## src/hw/rtl/bole_pkg.sv

```systemverilog
// Shared types and codes of the bounded ordered list engine.
// No dependencies; imported by every module of the block.
package bole_pkg;

    localparam int DATA_W   = 32;
    localparam int POS_W    = 4;
    localparam int DUMP_MAX = 16;

    typedef enum logic [2:0] {
        CMD_PUSH_HEAD = 3'd0,
        CMD_PUSH_TAIL = 3'd1,
        CMD_SORTED    = 3'd2,
        CMD_SEARCH    = 3'd3,
        CMD_POP_HEAD  = 3'd4,
        CMD_POP_TAIL  = 3'd5,
        CMD_REMOVE    = 3'd6,
        CMD_DUMP      = 3'd7
    } t_cmd;

    typedef enum logic [1:0] {
        STS_OK       = 2'd0,
        STS_FULL     = 2'd1,
        STS_EMPTY    = 2'd2,
        STS_NOTFOUND = 2'd3
    } t_status;

    typedef enum logic [2:0] {
        S_IDLE,
        S_WALK,
        S_POP,
        S_SHUP,
        S_INS,
        S_SHDN
    } t_state;

    typedef struct packed {
        logic              strb;
        t_status           status;
        logic [DATA_W-1:0] data;
        logic [POS_W-1:0]  position;
        logic              last;
    } t_result;

endpackage

```

## src/hw/rtl/bole_ram.sv

```systemverilog
// Entry store of the list: one write port, one read port, registered read data.
// Depends on bole_pkg for the data width.
module bole_ram #(
    parameter int DEPTH = 16,
    parameter int AW    = 4
) (
    input  logic                       i_clk,
    input  logic                       i_we,
    input  logic [AW-1:0]              i_waddr,
    input  logic [bole_pkg::DATA_W-1:0] i_wdata,
    input  logic [AW-1:0]              i_raddr,
    output logic [bole_pkg::DATA_W-1:0] o_rdata
);
    import bole_pkg::*;

    logic [DATA_W-1:0] r_mem [DEPTH];
    logic [DATA_W-1:0] r_rdata;

    always_ff @(posedge i_clk) begin
        if (i_we) begin
            r_mem[i_waddr] <= i_wdata;
        end
    end

    always_ff @(posedge i_clk) begin
        r_rdata <= r_mem[i_raddr];
    end

    assign o_rdata = r_rdata;

endmodule

```

## src/hw/rtl/bole_ctrl.sv

```systemverilog
// Command sequencer: walks, shifts and updates the ring held in bole_ram.
// Depends on bole_pkg for command, status, state and result types.
module bole_ctrl #(
    parameter int CAPACITY = 16,
    parameter int AW       = 4,
    parameter int CW       = 5
) (
    input  logic                        i_clk,
    input  logic                        i_rst_n,
    input  logic                        i_start,
    input  bole_pkg::t_cmd              i_cmd,
    input  logic signed [bole_pkg::DATA_W-1:0] i_value,
    output logic                        o_busy,
    output logic                        o_we,
    output logic [AW-1:0]               o_waddr,
    output logic [bole_pkg::DATA_W-1:0] o_wdata,
    output logic [AW-1:0]               o_raddr,
    input  logic [bole_pkg::DATA_W-1:0] i_rdata,
    output bole_pkg::t_result           o_res
);
    import bole_pkg::*;

    function automatic logic [AW-1:0] f_slot(input logic [AW-1:0] head,
                                             input logic [CW:0] off);
        logic [CW+1:0] sum;
        sum = (CW+2)'(head) + (CW+2)'(off);
        if (sum >= (CW+2)'(CAPACITY)) begin
            sum = sum - (CW+2)'(CAPACITY);
        end
        return sum[AW-1:0];
    endfunction

    function automatic logic [POS_W-1:0] f_pos(input logic [CW-1:0] k);
        logic [CW+POS_W-1:0] ext;
        ext = (CW+POS_W)'(k);
        return ext[POS_W-1:0];
    endfunction

    t_state              r_state, n_state;
    logic [AW-1:0]       r_head, n_head;
    logic [CW-1:0]       r_count, n_count;
    t_cmd                r_cmd, n_cmd;
    logic signed [DATA_W-1:0] r_value, n_value;
    logic [CW-1:0]       r_k, n_k;
    logic [CW-1:0]       r_p, n_p;
    t_result             r_res, n_res;

    logic          w_empty, w_full, w_k_last, w_dump_last, w_match;
    logic          w_lt_ev, w_lt_ve, w_sort_stop, w_shup_end, w_shdn_end;
    logic [CW-1:0] w_ins_p, w_k_inc;
    logic [AW-1:0] w_head_inc, w_head_dec;
    logic [CW+POS_W-1:0] w_k_ext;

    assign w_empty     = (r_count == '0);
    assign w_full      = (r_count == CW'(CAPACITY));
    assign w_k_inc     = r_k + CW'(1);
    assign w_k_last    = (w_k_inc == r_count);
    assign w_k_ext     = (CW+POS_W)'(r_k);
    assign w_dump_last = w_k_last || (w_k_ext == (CW+POS_W)'(DUMP_MAX - 1));
    assign w_match     = (i_rdata == r_value);
    assign w_lt_ev     = ($signed(i_rdata) < r_value);
    assign w_lt_ve     = (r_value < $signed(i_rdata));
    assign w_sort_stop = w_k_last || !w_lt_ev;
    assign w_ins_p     = w_lt_ve ? r_k : w_k_inc;
    assign w_shup_end  = (r_k == r_p + CW'(1));
    assign w_shdn_end  = ((CW+1)'(r_k) + (CW+1)'(2) == (CW+1)'(r_count));
    assign w_head_inc  = f_slot(r_head, (CW+1)'(1));
    assign w_head_dec  = (r_head == '0) ? AW'(CAPACITY - 1) : r_head - AW'(1);

    always_comb begin
        n_state = r_state;
        case (r_state)
            S_IDLE: begin
                if (i_start) begin
                    case (i_cmd)
                        CMD_SORTED: n_state = (w_full || w_empty) ? S_IDLE : S_WALK;
                        CMD_SEARCH, CMD_REMOVE, CMD_DUMP:
                            n_state = w_empty ? S_IDLE : S_WALK;
                        CMD_POP_HEAD, CMD_POP_TAIL:
                            n_state = w_empty ? S_IDLE : S_POP;
                        default: n_state = S_IDLE;
                    endcase
                end
            end
            S_WALK: begin
                case (r_cmd)
                    CMD_SEARCH: begin
                        if (w_match || w_k_last) n_state = S_IDLE;
                    end
                    CMD_REMOVE: begin
                        if (w_match) begin
                            n_state = (r_k == '0 || w_k_last) ? S_IDLE : S_SHDN;
                        end else if (w_k_last) begin
                            n_state = S_IDLE;
                        end
                    end
                    CMD_DUMP: begin
                        if (w_dump_last) n_state = S_IDLE;
                    end
                    CMD_SORTED: begin
                        if (w_sort_stop) begin
                            n_state = (w_ins_p == r_count) ? S_IDLE : S_SHUP;
                        end
                    end
                    default: n_state = S_IDLE;
                endcase
            end
            S_POP:  n_state = S_IDLE;
            S_SHUP: n_state = w_shup_end ? S_INS : S_SHUP;
            S_INS:  n_state = S_IDLE;
            S_SHDN: n_state = w_shdn_end ? S_IDLE : S_SHDN;
            default: n_state = S_IDLE;
        endcase
    end

    always_comb begin
        n_head  = r_head;
        n_count = r_count;
        n_cmd   = r_cmd;
        n_value = r_value;
        n_k     = r_k;
        n_p     = r_p;
        n_res   = '0;
        o_we    = 1'b0;
        o_waddr = r_head;
        o_wdata = r_value;
        o_raddr = r_head;
        case (r_state)
            S_IDLE: begin
                if (i_start) begin
                    n_cmd      = i_cmd;
                    n_value    = i_value;
                    n_k        = '0;
                    n_res.strb = 1'b1;
                    n_res.last = 1'b1;
                    case (i_cmd)
                        CMD_PUSH_HEAD: begin
                            if (w_full) begin
                                n_res.status = STS_FULL;
                            end else begin
                                n_head  = w_head_dec;
                                o_we    = 1'b1;
                                o_waddr = w_head_dec;
                                o_wdata = i_value;
                                n_count = r_count + CW'(1);
                            end
                        end
                        CMD_PUSH_TAIL: begin
                            if (w_full) begin
                                n_res.status = STS_FULL;
                            end else begin
                                o_we           = 1'b1;
                                o_waddr        = f_slot(r_head, (CW+1)'(r_count));
                                o_wdata        = i_value;
                                n_count        = r_count + CW'(1);
                                n_res.position = f_pos(r_count);
                            end
                        end
                        CMD_SORTED: begin
                            if (w_full) begin
                                n_res.status = STS_FULL;
                            end else if (w_empty) begin
                                o_we    = 1'b1;
                                o_waddr = r_head;
                                o_wdata = i_value;
                                n_count = CW'(1);
                            end else begin
                                n_res.strb = 1'b0;
                            end
                        end
                        CMD_SEARCH: begin
                            if (w_empty) n_res.status = STS_NOTFOUND;
                            else         n_res.strb   = 1'b0;
                        end
                        CMD_POP_HEAD: begin
                            n_p = '0;
                            if (w_empty) n_res.status = STS_EMPTY;
                            else         n_res.strb   = 1'b0;
                        end
                        CMD_POP_TAIL: begin
                            n_p     = r_count - CW'(1);
                            o_raddr = f_slot(r_head, (CW+1)'(r_count) - (CW+1)'(1));
                            if (w_empty) n_res.status = STS_EMPTY;
                            else         n_res.strb   = 1'b0;
                        end
                        default: begin
                            if (w_empty) n_res.status = STS_EMPTY;
                            else         n_res.strb   = 1'b0;
                        end
                    endcase
                end
            end
            S_WALK: begin
                o_raddr = f_slot(r_head, (CW+1)'(w_k_inc));
                n_k     = w_k_inc;
                case (r_cmd)
                    CMD_SEARCH: begin
                        if (w_match) begin
                            n_res.strb     = 1'b1;
                            n_res.last     = 1'b1;
                            n_res.data     = r_value;
                            n_res.position = f_pos(r_k);
                        end else if (w_k_last) begin
                            n_res.strb   = 1'b1;
                            n_res.last   = 1'b1;
                            n_res.status = STS_NOTFOUND;
                        end
                    end
                    CMD_REMOVE: begin
                        if (w_match) begin
                            n_res.strb     = 1'b1;
                            n_res.last     = 1'b1;
                            n_res.data     = i_rdata;
                            n_res.position = f_pos(r_k);
                            if (r_k == '0) begin
                                n_head  = (r_count == CW'(1)) ? '0 : w_head_inc;
                                n_count = r_count - CW'(1);
                            end else if (w_k_last) begin
                                n_count = r_count - CW'(1);
                            end else begin
                                n_k = r_k;
                            end
                        end else if (w_k_last) begin
                            n_res.strb   = 1'b1;
                            n_res.last   = 1'b1;
                            n_res.status = STS_NOTFOUND;
                        end
                    end
                    CMD_DUMP: begin
                        n_res.strb     = 1'b1;
                        n_res.last     = w_dump_last;
                        n_res.data     = i_rdata;
                        n_res.position = f_pos(r_k);
                    end
                    CMD_SORTED: begin
                        if (w_sort_stop) begin
                            n_res.strb     = 1'b1;
                            n_res.last     = 1'b1;
                            n_res.position = f_pos(w_ins_p);
                            n_p            = w_ins_p;
                            if (w_ins_p == r_count) begin
                                o_we    = 1'b1;
                                o_waddr = f_slot(r_head, (CW+1)'(r_count));
                                n_count = r_count + CW'(1);
                            end else begin
                                o_raddr = f_slot(r_head,
                                                 (CW+1)'(r_count) - (CW+1)'(1));
                                n_k     = r_count;
                            end
                        end
                    end
                    default: ;
                endcase
            end
            S_POP: begin
                n_res.strb     = 1'b1;
                n_res.last     = 1'b1;
                n_res.data     = i_rdata;
                n_res.position = f_pos(r_p);
                n_count        = r_count - CW'(1);
                if (r_count == CW'(1)) begin
                    n_head = '0;
                end else if (r_cmd == CMD_POP_HEAD) begin
                    n_head = w_head_inc;
                end
            end
            S_SHUP: begin
                o_we    = 1'b1;
                o_waddr = f_slot(r_head, (CW+1)'(r_k));
                o_wdata = i_rdata;
                n_k     = r_k - CW'(1);
                if (!w_shup_end) begin
                    o_raddr = f_slot(r_head, (CW+1)'(r_k) - (CW+1)'(2));
                end
            end
            S_INS: begin
                o_we    = 1'b1;
                o_waddr = f_slot(r_head, (CW+1)'(r_p));
                n_count = r_count + CW'(1);
            end
            S_SHDN: begin
                o_we    = 1'b1;
                o_waddr = f_slot(r_head, (CW+1)'(r_k));
                o_wdata = i_rdata;
                n_k     = w_k_inc;
                if (w_shdn_end) begin
                    n_count = r_count - CW'(1);
                end else begin
                    o_raddr = f_slot(r_head, (CW+1)'(r_k) + (CW+1)'(2));
                end
            end
            default: ;
        endcase
    end

    always_ff @(posedge i_clk) begin
        if (!i_rst_n) begin
            r_state <= S_IDLE;
            r_head  <= '0;
            r_count <= '0;
            r_res   <= '0;
        end else begin
            r_state <= n_state;
            r_head  <= n_head;
            r_count <= n_count;
            r_res   <= n_res;
        end
    end

    always_ff @(posedge i_clk) begin
        r_cmd   <= n_cmd;
        r_value <= n_value;
        r_k     <= n_k;
        r_p     <= n_p;
    end

    assign o_busy = (r_state != S_IDLE);
    assign o_res  = r_res;

endmodule

```

## src/hw/rtl/bounded_ordered_list_engine.sv

```systemverilog
// Bounded ordered list engine: up to CAPACITY signed 32-bit entries kept as a ring
// in one entry memory with a head index and a count. A command is taken when start
// is high and busy is low. Push head and push tail write the entry directly; pop
// head and pop tail first read the entry and then answer from the pop state. Search,
// remove value, sorted insert and dump read one entry per cycle through the single
// read port of the entry memory: remove value shifts the entries behind the match
// down at one per cycle once its walk stops, and sorted insert walks to its insert
// point and then shifts the entries behind it up at one per cycle before the final
// write of the new value. Each result is shown for one cycle on o_strb and must be
// taken then; the result is registered and appears in the cycle after the step that
// decides it. Dump gives one beat per cycle from head to tail, at most 16 beats, with
// o_last on the final beat. No clearing pass is needed after reset.
// Depends on bole_pkg, bole_ram and bole_ctrl.
module bounded_ordered_list_engine #(
    parameter int CAPACITY = 16
) (
    input  logic               i_clk,
    input  logic               i_rst_n,
    input  logic               start,
    output logic               busy,
    input  logic [2:0]         i_cmd,
    input  logic signed [31:0] i_value,
    output logic               o_strb,
    output logic [1:0]         o_status,
    output logic signed [31:0] o_data,
    output logic [3:0]         o_position,
    output logic               o_last
);
    import bole_pkg::*;

    localparam int AW = $clog2(CAPACITY);
    localparam int CW = $clog2(CAPACITY + 1);

    logic              mem_we;
    logic [AW-1:0]     mem_waddr;
    logic [DATA_W-1:0] mem_wdata;
    logic [AW-1:0]     mem_raddr;
    logic [DATA_W-1:0] mem_rdata;
    t_result           res;

    bole_ctrl #(
        .CAPACITY (CAPACITY),
        .AW       (AW),
        .CW       (CW)
    ) u_ctrl (
        .i_clk   (i_clk),
        .i_rst_n (i_rst_n),
        .i_start (start),
        .i_cmd   (t_cmd'(i_cmd)),
        .i_value (i_value),
        .o_busy  (busy),
        .o_we    (mem_we),
        .o_waddr (mem_waddr),
        .o_wdata (mem_wdata),
        .o_raddr (mem_raddr),
        .i_rdata (mem_rdata),
        .o_res   (res)
    );

    bole_ram #(
        .DEPTH (CAPACITY),
        .AW    (AW)
    ) u_ram (
        .i_clk   (i_clk),
        .i_we    (mem_we),
        .i_waddr (mem_waddr),
        .i_wdata (mem_wdata),
        .i_raddr (mem_raddr),
        .o_rdata (mem_rdata)
    );

    assign o_strb     = res.strb;
    assign o_status   = res.status;
    assign o_data     = $signed(res.data);
    assign o_position = res.position;
    assign o_last     = res.last;

endmodule

```

## config.mk

```make
export PLATFORM = sky130hd
export DESIGN_NAME = bounded_ordered_list_engine
export DESIGN_NICKNAME = d
export VERILOG_FILES = /design/src/hw/rtl/bole_pkg.sv /design/src/hw/rtl/bole_ram.sv /design/src/hw/rtl/bole_ctrl.sv /design/src/hw/rtl/bounded_ordered_list_engine.sv
export SDC_FILE = /design/constraint.sdc
export NUM_CORES = 1
export LEC_CHECK = 0
export ABC_AREA = 0
export ABC_CLOCK_PERIOD_IN_PS = 12100
export BUFFER_PORTS_ARGS = -buffer_cell sky130_fd_sc_hd__clkbuf_2
export CAP_MARGIN = 25
export CORE_ASPECT_RATIO = 1.5
export CORE_MARGIN = 2
export CORE_UTILIZATION = 55
export DETAILED_ROUTE_END_ITERATION = 8
export GPL_TIMING_DRIVEN = 0
export PLACE_DENSITY = 0.73
export SETUP_SLACK_MARGIN = 0.15
export SYNTH_ARGS = -nofsm -noshare
export SYNTH_HDL_FRONTEND = slang
export SYNTH_HIERARCHICAL = 1
export SYNTH_SLANG_ARGS = --single-unit
```

## constraint.sdc

```tcl
create_clock -name i_clk -period 12.1 [get_ports i_clk]
set_input_delay 1.21 -clock i_clk [delete_from_list [all_inputs] [get_ports i_clk]]
set_output_delay 1.21 -clock i_clk [all_outputs]
set_load 0.01 [all_outputs]
```

# [Word-level counts from Yosys, hierarchy flattened]
# Memory sizes are Yosys's and may differ from the RTL's. A register that Yosys moved wholly into a read port is not among the register bits.
# Cells that the tools add are included.
[totals] reg_bits=97 ramBits=512 in_bits=38 out_inout_bits=41 wordCells=246 mem_count=1
[mem_list] memory="u_ram.r_mem" depth=16 word_bits=32 rd=1 rd_ports_with_merged_regs=1 write_ports=1 line="bole_ram.sv:16" text="logic [DATA_W-1:0] r_mem [DEPTH];"
[op_classes] addsub=25 n_lt_le_gt_ge=10 eq_ne=48 n_mux=121 reduce_logical=29
[ops] cell="32-bit case mux with 2 select lines" count=3
[ops] cell="32-bit two-way mux" count=4
[ops] cell="4-bit two-way mux" count=32
[ops] cell="5-bit two-way mux" count=22
[ops] cell="32-bit case mux with 3 select lines" count=1
[ops] cell="36-bit two-way mux" count=2
[ops] cell="32-bit < comparator" count=2
[ops] cell="5-bit case mux with 2 select lines" count=5
[ops] cell="5-bit case mux with 4 select lines" count=2
[ops] cell="4-bit by 1-bit subtractor with 4-bit output (second input constant)" count=9
[ops] cell="3-bit two-way mux" count=11
[ops] cell="32-bit equality test" count=1
[ops] cell="4-bit case mux with 4 select lines" count=2
[ops] cell="3-bit equality test (second input constant)" count=9
[ops] cell="5-bit case mux with 5 select lines" count=1
[ops] cell="4-bit by 5-bit adder with 6-bit output" count=4
[ops] cell="6-bit by 5-bit greater-or-equal comparator with 1-bit output (second input constant)" count=4
[ops] cell="3-bit case mux with 4 select lines" count=2
[ops] cell="4-bit by 6-bit adder with 7-bit output" count=3
[ops] cell="7-bit by 5-bit greater-or-equal comparator with 1-bit output (second input constant)" count=3
[ops] cell="3-bit by 2-bit equality test with 1-bit output (second input constant)" count=6
[ops] cell="3-bit by 2-bit inequality test with 1-bit output (second input constant)" count=6
[ops] cell="1-bit two-way mux" count=17
[ops] cell="5-bit by 1-bit adder with 5-bit output (second input constant)" count=3
[ops] cell="42 further kinds" count=79

# [Logic depth before layout (Yosys ltp)]
# Gate-level depths: netlist of the first run.
[depth] word_depth=9 ltp_mapped=20 depth_no_buf=18

# [Modules after synthesis]
# The synthesis of the first run kept the hierarchy.
[modules_own_cells] mod="bole_ram" n_inst=1 cells_per_inst=838 area_per_inst_um2=19835.3 seq_area_each_um2=16015.4
[modules_own_cells] mod="bole_ctrl" n_inst=1 cells_per_inst=888 area_per_inst_um2=7552.2 seq_area_each_um2=2392.3

# [Least setup slack after synthesis of the first run]
# No wires, ideal clock.
[synth_timing] path_type="register to register" start="reg u_ctrl.r_value[31]" end="mem u_ram.r_mem[0][0], enable pin" setup_ns=0.461 t_arrival_ns=5.958 required_time_ns=11.639 slack_ns=5.681 path_stages_with_launch=15 path_buffers=1 synth_period_minus_slack_ns=6.419 cell_sequence="edfxtp_1 > ha_1 > buf_4 > nand4_4 > or3_1 > o21a_1 > or2_1 > o21ai_2 > mux2i_1 > xnor2_1 > nor4_2 > o21ai_0 > o21ai_0 > or3b_2 > nor3_1"
[synth_between] elab_chain_len=9 word_cells_on_any_way=16 classes_between="order compare (2); eq/ne (1); mux (11); reduce/logical (2)"
[synth_lines] item="start: declaration" line="bole_ctrl.sv:43" text="logic signed [DATA_W-1:0] r_value, n_value;"
[synth_lines] item="start signal: assignment" line="bole_ctrl.sv:312" text="r_value <= n_value;"
[synth_lines] item="32-bit < comparator" line="bole_ctrl.sv:62" text="assign w_lt_ve = (r_value < $signed(i_rdata));"
[synth_lines] item="5-bit two-way mux" line="bole_ctrl.sv:64" text="assign w_ins_p = w_lt_ve ? r_k : w_k_inc;"
[synth_lines] item="5-bit equality test" line="bole_ctrl.sv:241" text="if (w_ins_p == r_count) begin"
[synth_lines] item="1-bit two-way mux" line="bole_ctrl.sv:241"
[synth_lines] item="1-bit two-way mux *" line="bole_ctrl.sv:236" text="if (w_sort_stop) begin"
[synth_lines] item="1-bit two-way mux *" line="bole_ctrl.sv:196" text="case (r_cmd)"
[synth_lines] item="1-bit case mux with 3 select lines *" line="bole_ctrl.sv:128" text="case (r_state)"
[synth_lines] item="net mem_we" line="bounded_ordered_list_engine.sv:34" text="logic mem_we;"
[synth_lines] item="1-bit two-way mux *" line="bole_ram.sv:20" text="if (i_we) begin"
[synth_lines] item="1-bit two-way mux (not written as such) *" line="bole_ram.sv:21" text="r_mem[i_waddr] <= i_wdata;"
[synth_lines] item="end: declaration" line="bole_ram.sv:16"
# Mark *: on every way through the listed nets, which the timed path passes. The rest lies on a longest branch.

# [Worst setup path in the final report of the first run]
[layout_timing] start="reg u_ctrl.r_state[0]" end="mem u_ram.r_mem[0][9], enable pin"
[layout_between] word_cells_on_any_way=11 classes_between="eq/ne (4); mux (4); reduce/logical (3)"
[layout_rtl] item="start: declaration" line="bole_ctrl.sv:39" text="t_state r_state, n_state;"
[layout_rtl] item="start signal: assignment" line="bole_ctrl.sv:303" text="r_state <= n_state;"
[layout_rtl] item="3-bit by 2-bit equality test with 1-bit output or 3-bit equality test (tied branches)" line="bole_ctrl.sv:128"
[layout_rtl] item="2-bit OR reduction (no line)"
[layout_rtl] item="4-bit case mux with 4 select lines *" line="bole_ctrl.sv:128"
[layout_rtl] item="net mem_waddr[3]" line="bounded_ordered_list_engine.sv:35" text="logic [AW-1:0] mem_waddr;"
# Marked as above.

==> results.cfg, run 1 <==
[status]
run_status = finished, final reports clean

[clock_tree]
cts_tree = yes
cts.sinks = 641
hold_buffers = 0
ctsResizeCount = 0
cts_buffers = 57
cts-root-buf = clkbuf_16
cts.path.max_buffers = 3
path_clk_slew_ps = 60
post_cts_buffers = 0
htree_num_levels = 2
clk_latency_ps = 630

[sta]
fin_crit_ps = 6500
post-route-period-util_pct = 53.7
setup_slack_ps = 5600
slew_headroom_pct = 24.1
rsz0062_at_grt = no
final_max_slew_viol_count = 0
fin_skew_ps = 24.6
whs_ps = 587
finalHoldViolations = 0
final.setup.tns_ps = 0
tightest_slew_ps = 1140
fmax_mhz = 154
finalSetupViolations = 0

[logic_synthesis]
ys.flop_type = edfxtp_1
synth.most_common_cell = edfxtp_1
synth_cell_type_count = 76
synth.cell_area_um2 = 27400
synth_nets = 1831
syn_area_per_cell_um2 = 15.9
netlist.area_leader.share_pct = 61.1
synth_area_leader_cell = edfxtp_1
synth_edf_count = 557
synth_warnings = 6
synth_common_cells = edfxtp_1, mux4_2, a22oi_1
synth-seq-cells = 641
seq_area_frac_synth_pct = 67.2
synthArstFlopShare_pct = 0
syn_inst = 1726
synth_area_leaders = edfxtp_1, mux4_2, dfxtp_1

[worst_hold_path]
hold_path_end = u_ctrl/o_res[14]$_SDFF_PN0_
hold_depth = 2
worstHoldStart = u_ram/o_rdata[9]$_DFF_P_
hold_path_class = reg2reg

[pwr]
power_density_nw_per_um2 = 162
ir_drop_mv = 0.129
leakage_uw = 0.0104

[floorplan]
die_area_um2 = 51600
coreArea_um2 = 49400
io_pins = 79
die_height_um = 277
start_util_pct = 55.4
die_x_um = 186
row_count = 100

[placement]
dp_hpwl_mm = 55.0
placed_cells = 2499
gp_congestion = 1.02
place_ws_ps = 5500
place_area_um2 = 29300
numPortBuffers = 78

[final_layout]
ff_latch_area_um2 = 18400
design_area_um2 = 31100
layout.nets = 2001
fillers = 3479
multiInputGateArea_um2 = 8430
area_growth_pct = 13.5
drive_gt1_share_pct = 19.4
stdcell_count = 2609

[worst_setup_path]
crit_buf_inv = 5
cp-startpoint = u_ctrl/r_state[0]$_SDFFE_PN0P_
r2r-end = u_ram/r_mem[0][9]$_DFFE_PP_
worstReg2RegStart = u_ctrl/r_state[0]$_SDFFE_PN0P_
crit_fanout = 10
crit_chain = inv_1, clkbuf_1, or3_1, clkbuf_1, nand2_1, mux2_2, ha_1, a21o_1, a21oi_1, xor2_1, xnor2_1, o21ai_0, a21oi_1, o22ai_1, o21ai_0, o21a_1, o22a_1, or3b_2, nor3_2, buf_6, buf_6
worstSetupStartpointType = register
arrival_ps = 6820
critPathMaxStageDelay_ps = 770
cp_slowest_cell = nor3_2
crit_family = simple AND/OR/NAND/NOR gates
required_ps = 12430
rr_worst_depth = 21
crit_type = reg2reg
cp-end-kind = register
r2r_slack_ps = 5600

[detailed_routing]
drc = 0
viasPerCell = 6.62
first_pass_iters = 5
ant_nets = 0
totalWireLength_mm = 79.3
dr_total_vias = 17300
drtIter0Drc = 1780
wire_per_inst_um = 30.4

[global_routing]
grt_pass1_wl_mm = 115
antenna_found_initial = 2
track_usage_pct = 31.4
grt_max_degree = 35
grt_pass1_vias = 17600
overflow = 0

[job]
cap_violations = 0
## tightest hold or removal path, stage by stage, from the launching register on
cell and delay [ps]:
dfxtp_1 330, a22oi_1 80, nor2_1 130
## registers in the layout (all words and copies together) (netlist names)
| register | flops |
|---|---|
| u_ctrl/r_count | 5 |
| u_ctrl/r_cmd | 3 |
| u_ctrl/r_state | 3 |
| u_ctrl/r_p | 5 |
| u_ctrl/r_k | 5 |
| u_ram/r_mem | 512 |
| u_ctrl/r_value | 32 |
| u_ctrl/o_res | 40 |
| u_ctrl/r_head | 4 |
| u_ram/o_rdata | 32 |
## layout make-up
| type | count | share of cell area [%] |
|---|---|---|
| sequential | 641 | 59.2 |
| multi-input combinational | 923 | 27.1 |
| clock buffer | 77 | 5.03 |
| timing repair buffer | 111 | 3.06 |
| tap | 663 | 2.67 |
| buffer | 100 | 1.37 |
| clock inverter | 31 | 0.793 |
| inverter | 62 | 0.749 |
| antenna | 1 | 0.00805 |
## through the flow
| step | util (%) | power, uW |
|---|---|---|
| 2_1_floorplan | - | 3060 |
| 3_3_place_gp | 57.9 | 3280 |
| 3_5_place_dp | 59.2 | 3300 |
| 4_1_cts | 62.9 | 5040 |
| 5_1_grt | 62.9 | 5190 |
| 6_report | 62.9 | 5030 |
## per-layer routing
layer	track usage [%]	up-vias	routed length [um]
met5	0	-	17
met4	20.1	2	5770
met3	5.68	314	6340
met2	54.0	1040	41100
met1	35.8	8684	26000
li1	-	7225	-
## layout by cell type (no fill, tap or decap), types with 11 or more instances in the layout
cell,n
nor2_1,91
buf_4,11
clkinv_1,14
clkbuf_2,78
nor2_4,12
clkbuf_1,81
nand3_1,19
nand2_1,79
nor3_1,15
ha_1,62
buf_2,12
buf_1,13
buf_6,13
a21oi_1,90
inv_1,59
edfxtp_1,557
mux4_2,128
a22oi_1,104
o21ai_0,50
o22ai_1,16
xnor2_1,31
clkbuf_16,58
mux2i_1,11
dfxtp_1,84
a221o_1,32
xor2_1,15
## how the worst max path moves through the flow
stage | endpoint | slack, ps | depth (start not counted)
after floorplan | u_ram/r_mem[0][0]$_DFFE_PP_ | 5680 | 14
after global placement | u_ram/r_mem[12][4]$_DFFE_PP_ | 1540 | 15
after detailed placement | u_ram/r_mem[3][3]$_DFFE_PP_ | 5500 | 14
after CTS | u_ram/r_mem[2][2]$_DFFE_PP_ | 5470 | 16
after global routing | u_ram/r_mem[0][9]$_DFFE_PP_ | 5340 | 21
final | u_ram/r_mem[0][9]$_DFFE_PP_ | 5600 | 21
## report_power, final
part	switching [uW]	total (uW)	internal, uW
registers	40.8	2540	2500
clock network	805	1760	956
logic	459	731	273
total	1300	5030	3730
## cell families after synthesis
group           synth area share [%]
flops                           67.2
compound gates                  9.52
simple gates                    5.02
buf+inv                         2.41
mux                             11.1
fa+ha+maj                       3.20
xor+xnor                        1.55
Power figures use the tool's default switching activity.
==> run 2, diff against run 1 <==
--- a/config.mk
+++ b/config.mk
@@ -6,7 +6,7 @@
 export NUM_CORES = 1
 export LEC_CHECK = 0
 export ABC_AREA = 0
-export ABC_CLOCK_PERIOD_IN_PS = 12100
+export ABC_CLOCK_PERIOD_IN_PS = 6700
 export BUFFER_PORTS_ARGS = -buffer_cell sky130_fd_sc_hd__clkbuf_2
 export CAP_MARGIN = 25
 export CORE_ASPECT_RATIO = 1.5
==> constraint.sdc (replaced) <==
create_clock -name i_clk -period 6.7 [get_ports i_clk]
set_input_delay 0.67 -clock i_clk [delete_from_list [all_inputs] [get_ports i_clk]]
set_output_delay 0.67 -clock i_clk [all_outputs]
set_load 0.01 [all_outputs]
==> results.cfg, run 2 (synthesis results as in run 1) <==
[detailed_routing]
wire_per_inst_um = 30.5
first_pass_iters = 8
viasPerCell = 6.64
dr_total_vias = 17400
drtIter0Drc = 1945
ant_nets = 0
totalWireLength_mm = 79.8
drc = 0

[global_routing]
antenna_found_initial = 1
grt_pass1_wl_mm = 115
overflow = 0
grt_max_degree = 35
track_usage_pct = 31.4
grt_pass1_vias = 17600

[worst_setup_path]
worstReg2RegStart = u_ctrl/r_value[23]$_DFFE_PP_
required_ps = 7030
arrival_ps = 6690
r2r-end = u_ram/r_mem[12][3]$_DFFE_PP_
cp_slowest_cell = nor4_1
crit_fanout = 9
r2r_slack_ps = 340
rr_worst_depth = 15
cp-end-kind = register
crit_chain = ha_1, nand4_1, nor4_1, o31a_4, o21ai_2, mux2i_1, xnor2_1, nor4_4, buf_4, o21ai_0, o21ai_0, nand3_1, nor3_2, buf_6, buf_6
cp-startpoint = u_ctrl/r_value[23]$_DFFE_PP_
cp-endpoint = u_ram/r_mem[12][3]$_DFFE_PP_
critPathMaxStageDelay_ps = 860
worstSetupStartpointType = register
crit_type = reg2reg

[sta]
finalSetupViolations = 0
fin_crit_ps = 6360
tightest_slew_ps = 1160
final_max_slew_viol_count = 0
fin_skew_ps = 23.0
finalHoldViolations = 0
rsz0062_at_grt = no
fmax_mhz = 157
slew_headroom_pct = 22.7
whs_ps = 250
post-route-period-util_pct = 94.9

[placement]
dp_hpwl_mm = 55.0
placed_cells = 2499
gp_congestion = 1.02
numPortBuffers = 78

[clock_tree]
cts_buffers = 57
cts-root-buf = clkbuf_16
htree_num_levels = 2
cts.path.max_buffers = 3
path_clk_slew_ps = 70
clk_latency_ps = 630
cts_tree = yes
cts.sinks = 641

[job]
cap_violations = 0

[final_layout]
drive_gt1_share_pct = 20.0
largest_register_ffs = 512
stdcell_count = 2620
area_growth_pct = 14.2
mostFrequentLayoutCell = edfxtp_1
fillers = 3467
largest_register = u_ram/r_mem
final_cell_mix = edfxtp_1, mux4_2, a22oi_1
layout.nets = 2012

[pwr]
ir_drop_mv = 0.234
leakage_uw = 0.0105
power_density_nw_per_um2 = 291

[floorplan]
coreArea_um2 = 49400
row_count = 100
die_height_um = 277
start_util_pct = 55.4
die_x_um = 186
die_area_um2 = 51600
io_pins = 79

[worst_hold_path]
hold_path_class = in2reg

[status]
run_status = finished, final reports clean
-- run 2: critical path: cells and delay by family (launching register included) --
| kind | cells | cell delay (ps) |
|---|---|---|
| adders and majority gates | 1 | 350 |
| xor gates and xnor gates | 1 | 260 |
| AOI/OAI and AO/OA | 4 | 940 |
| DFF | 1 | 450 |
| and+or+nand+nor | 5 | 2940 |
| muxes | 1 | 440 |
| buffers and inverters | 3 | 670 |
-- run 2: routing by layer --
metal	vias to the layer above	routed length, um	global-route usage, %
met5	-	0	0
met4	0	5850	19.6
met3	335	6970	5.78
met2	1129	41100	54.1
met1	8697	25900	36.0
li1	7248	-	-
-- run 2: timing repair --
item                                    4_1_cts  5_1_grt
hold buffers                                  0        0
pin swaps                                     0        4
resized for setup                             1        5
setup buffers                                 0       12
endpoints found under the setup margin       80      269
-- run 2: power breakdown --
| group | switching [uW] | total (uW) | internal (uW) |
|---|---|---|---|
| logic | 835 | 1330 | 496 |
| clock network | 1460 | 3180 | 1730 |
| registers | 73.9 | 4580 | 4510 |
-- run 2: how the worst min path moves through the flow --
stage | startpoint | endpoint | slack (ps) | cells after the start
3_3_place_gp | u_ram/o_rdata[2]$_DFF_P_ | u_ctrl/o_res[7]$_SDFF_PN0_ | 580 | 2
2_1_floorplan | u_ram/o_rdata[5]$_DFF_P_ | u_ctrl/o_res[10]$_SDFF_PN0_ | 480 | 2
6_report | i_value[3] | u_ctrl/r_value[3]$_DFFE_PP_ | 250 | 1
5_1_grt | i_cmd[1] | u_ctrl/r_cmd[1]$_DFFE_PP_ | 240 | 1
4_1_cts | i_cmd[1] | u_ctrl/r_cmd[1]$_DFFE_PP_ | 240 | 1
3_5_place_dp | u_ram/o_rdata[2]$_DFF_P_ | u_ctrl/o_res[7]$_SDFF_PN0_ | 570 | 2
-- run 2: area by class of cell --
cell class / count / area, um^2 / area share, %
inverter: 62 / 233 / 0.744
clock inverter: 31 / 246 / 0.788
multi-input combinational: 923 / 8470 / 27.1
antenna: 1 / 2.50 / 0.00800
timing repair buffer: 122 / 1100 / 3.51
tap: 663 / 830 / 2.65
sequential: 641 / 18400 / 58.9
clock buffer: 77 / 1560 / 5.00
buffer: 100 / 427 / 1.36
-- run 2: through the flow --
step / util [%] / TNS (ps) / power [uW] / setup slack [ps] / instance area [um^2]
after floorplan: - / 0 / 5530 / 281 / 27400
after global placement: 57.9 / -1165030 / 5920 / -3860 / 28600
after detailed placement: 59.2 / 0 / 5960 / 103 / 29300
after CTS: 62.9 / 0 / 9110 / 307 / 31100
after global routing: 63.3 / 0 / 9390 / 121 / 31300
final: 63.3 / 0 / 9100 / 345 / 31300
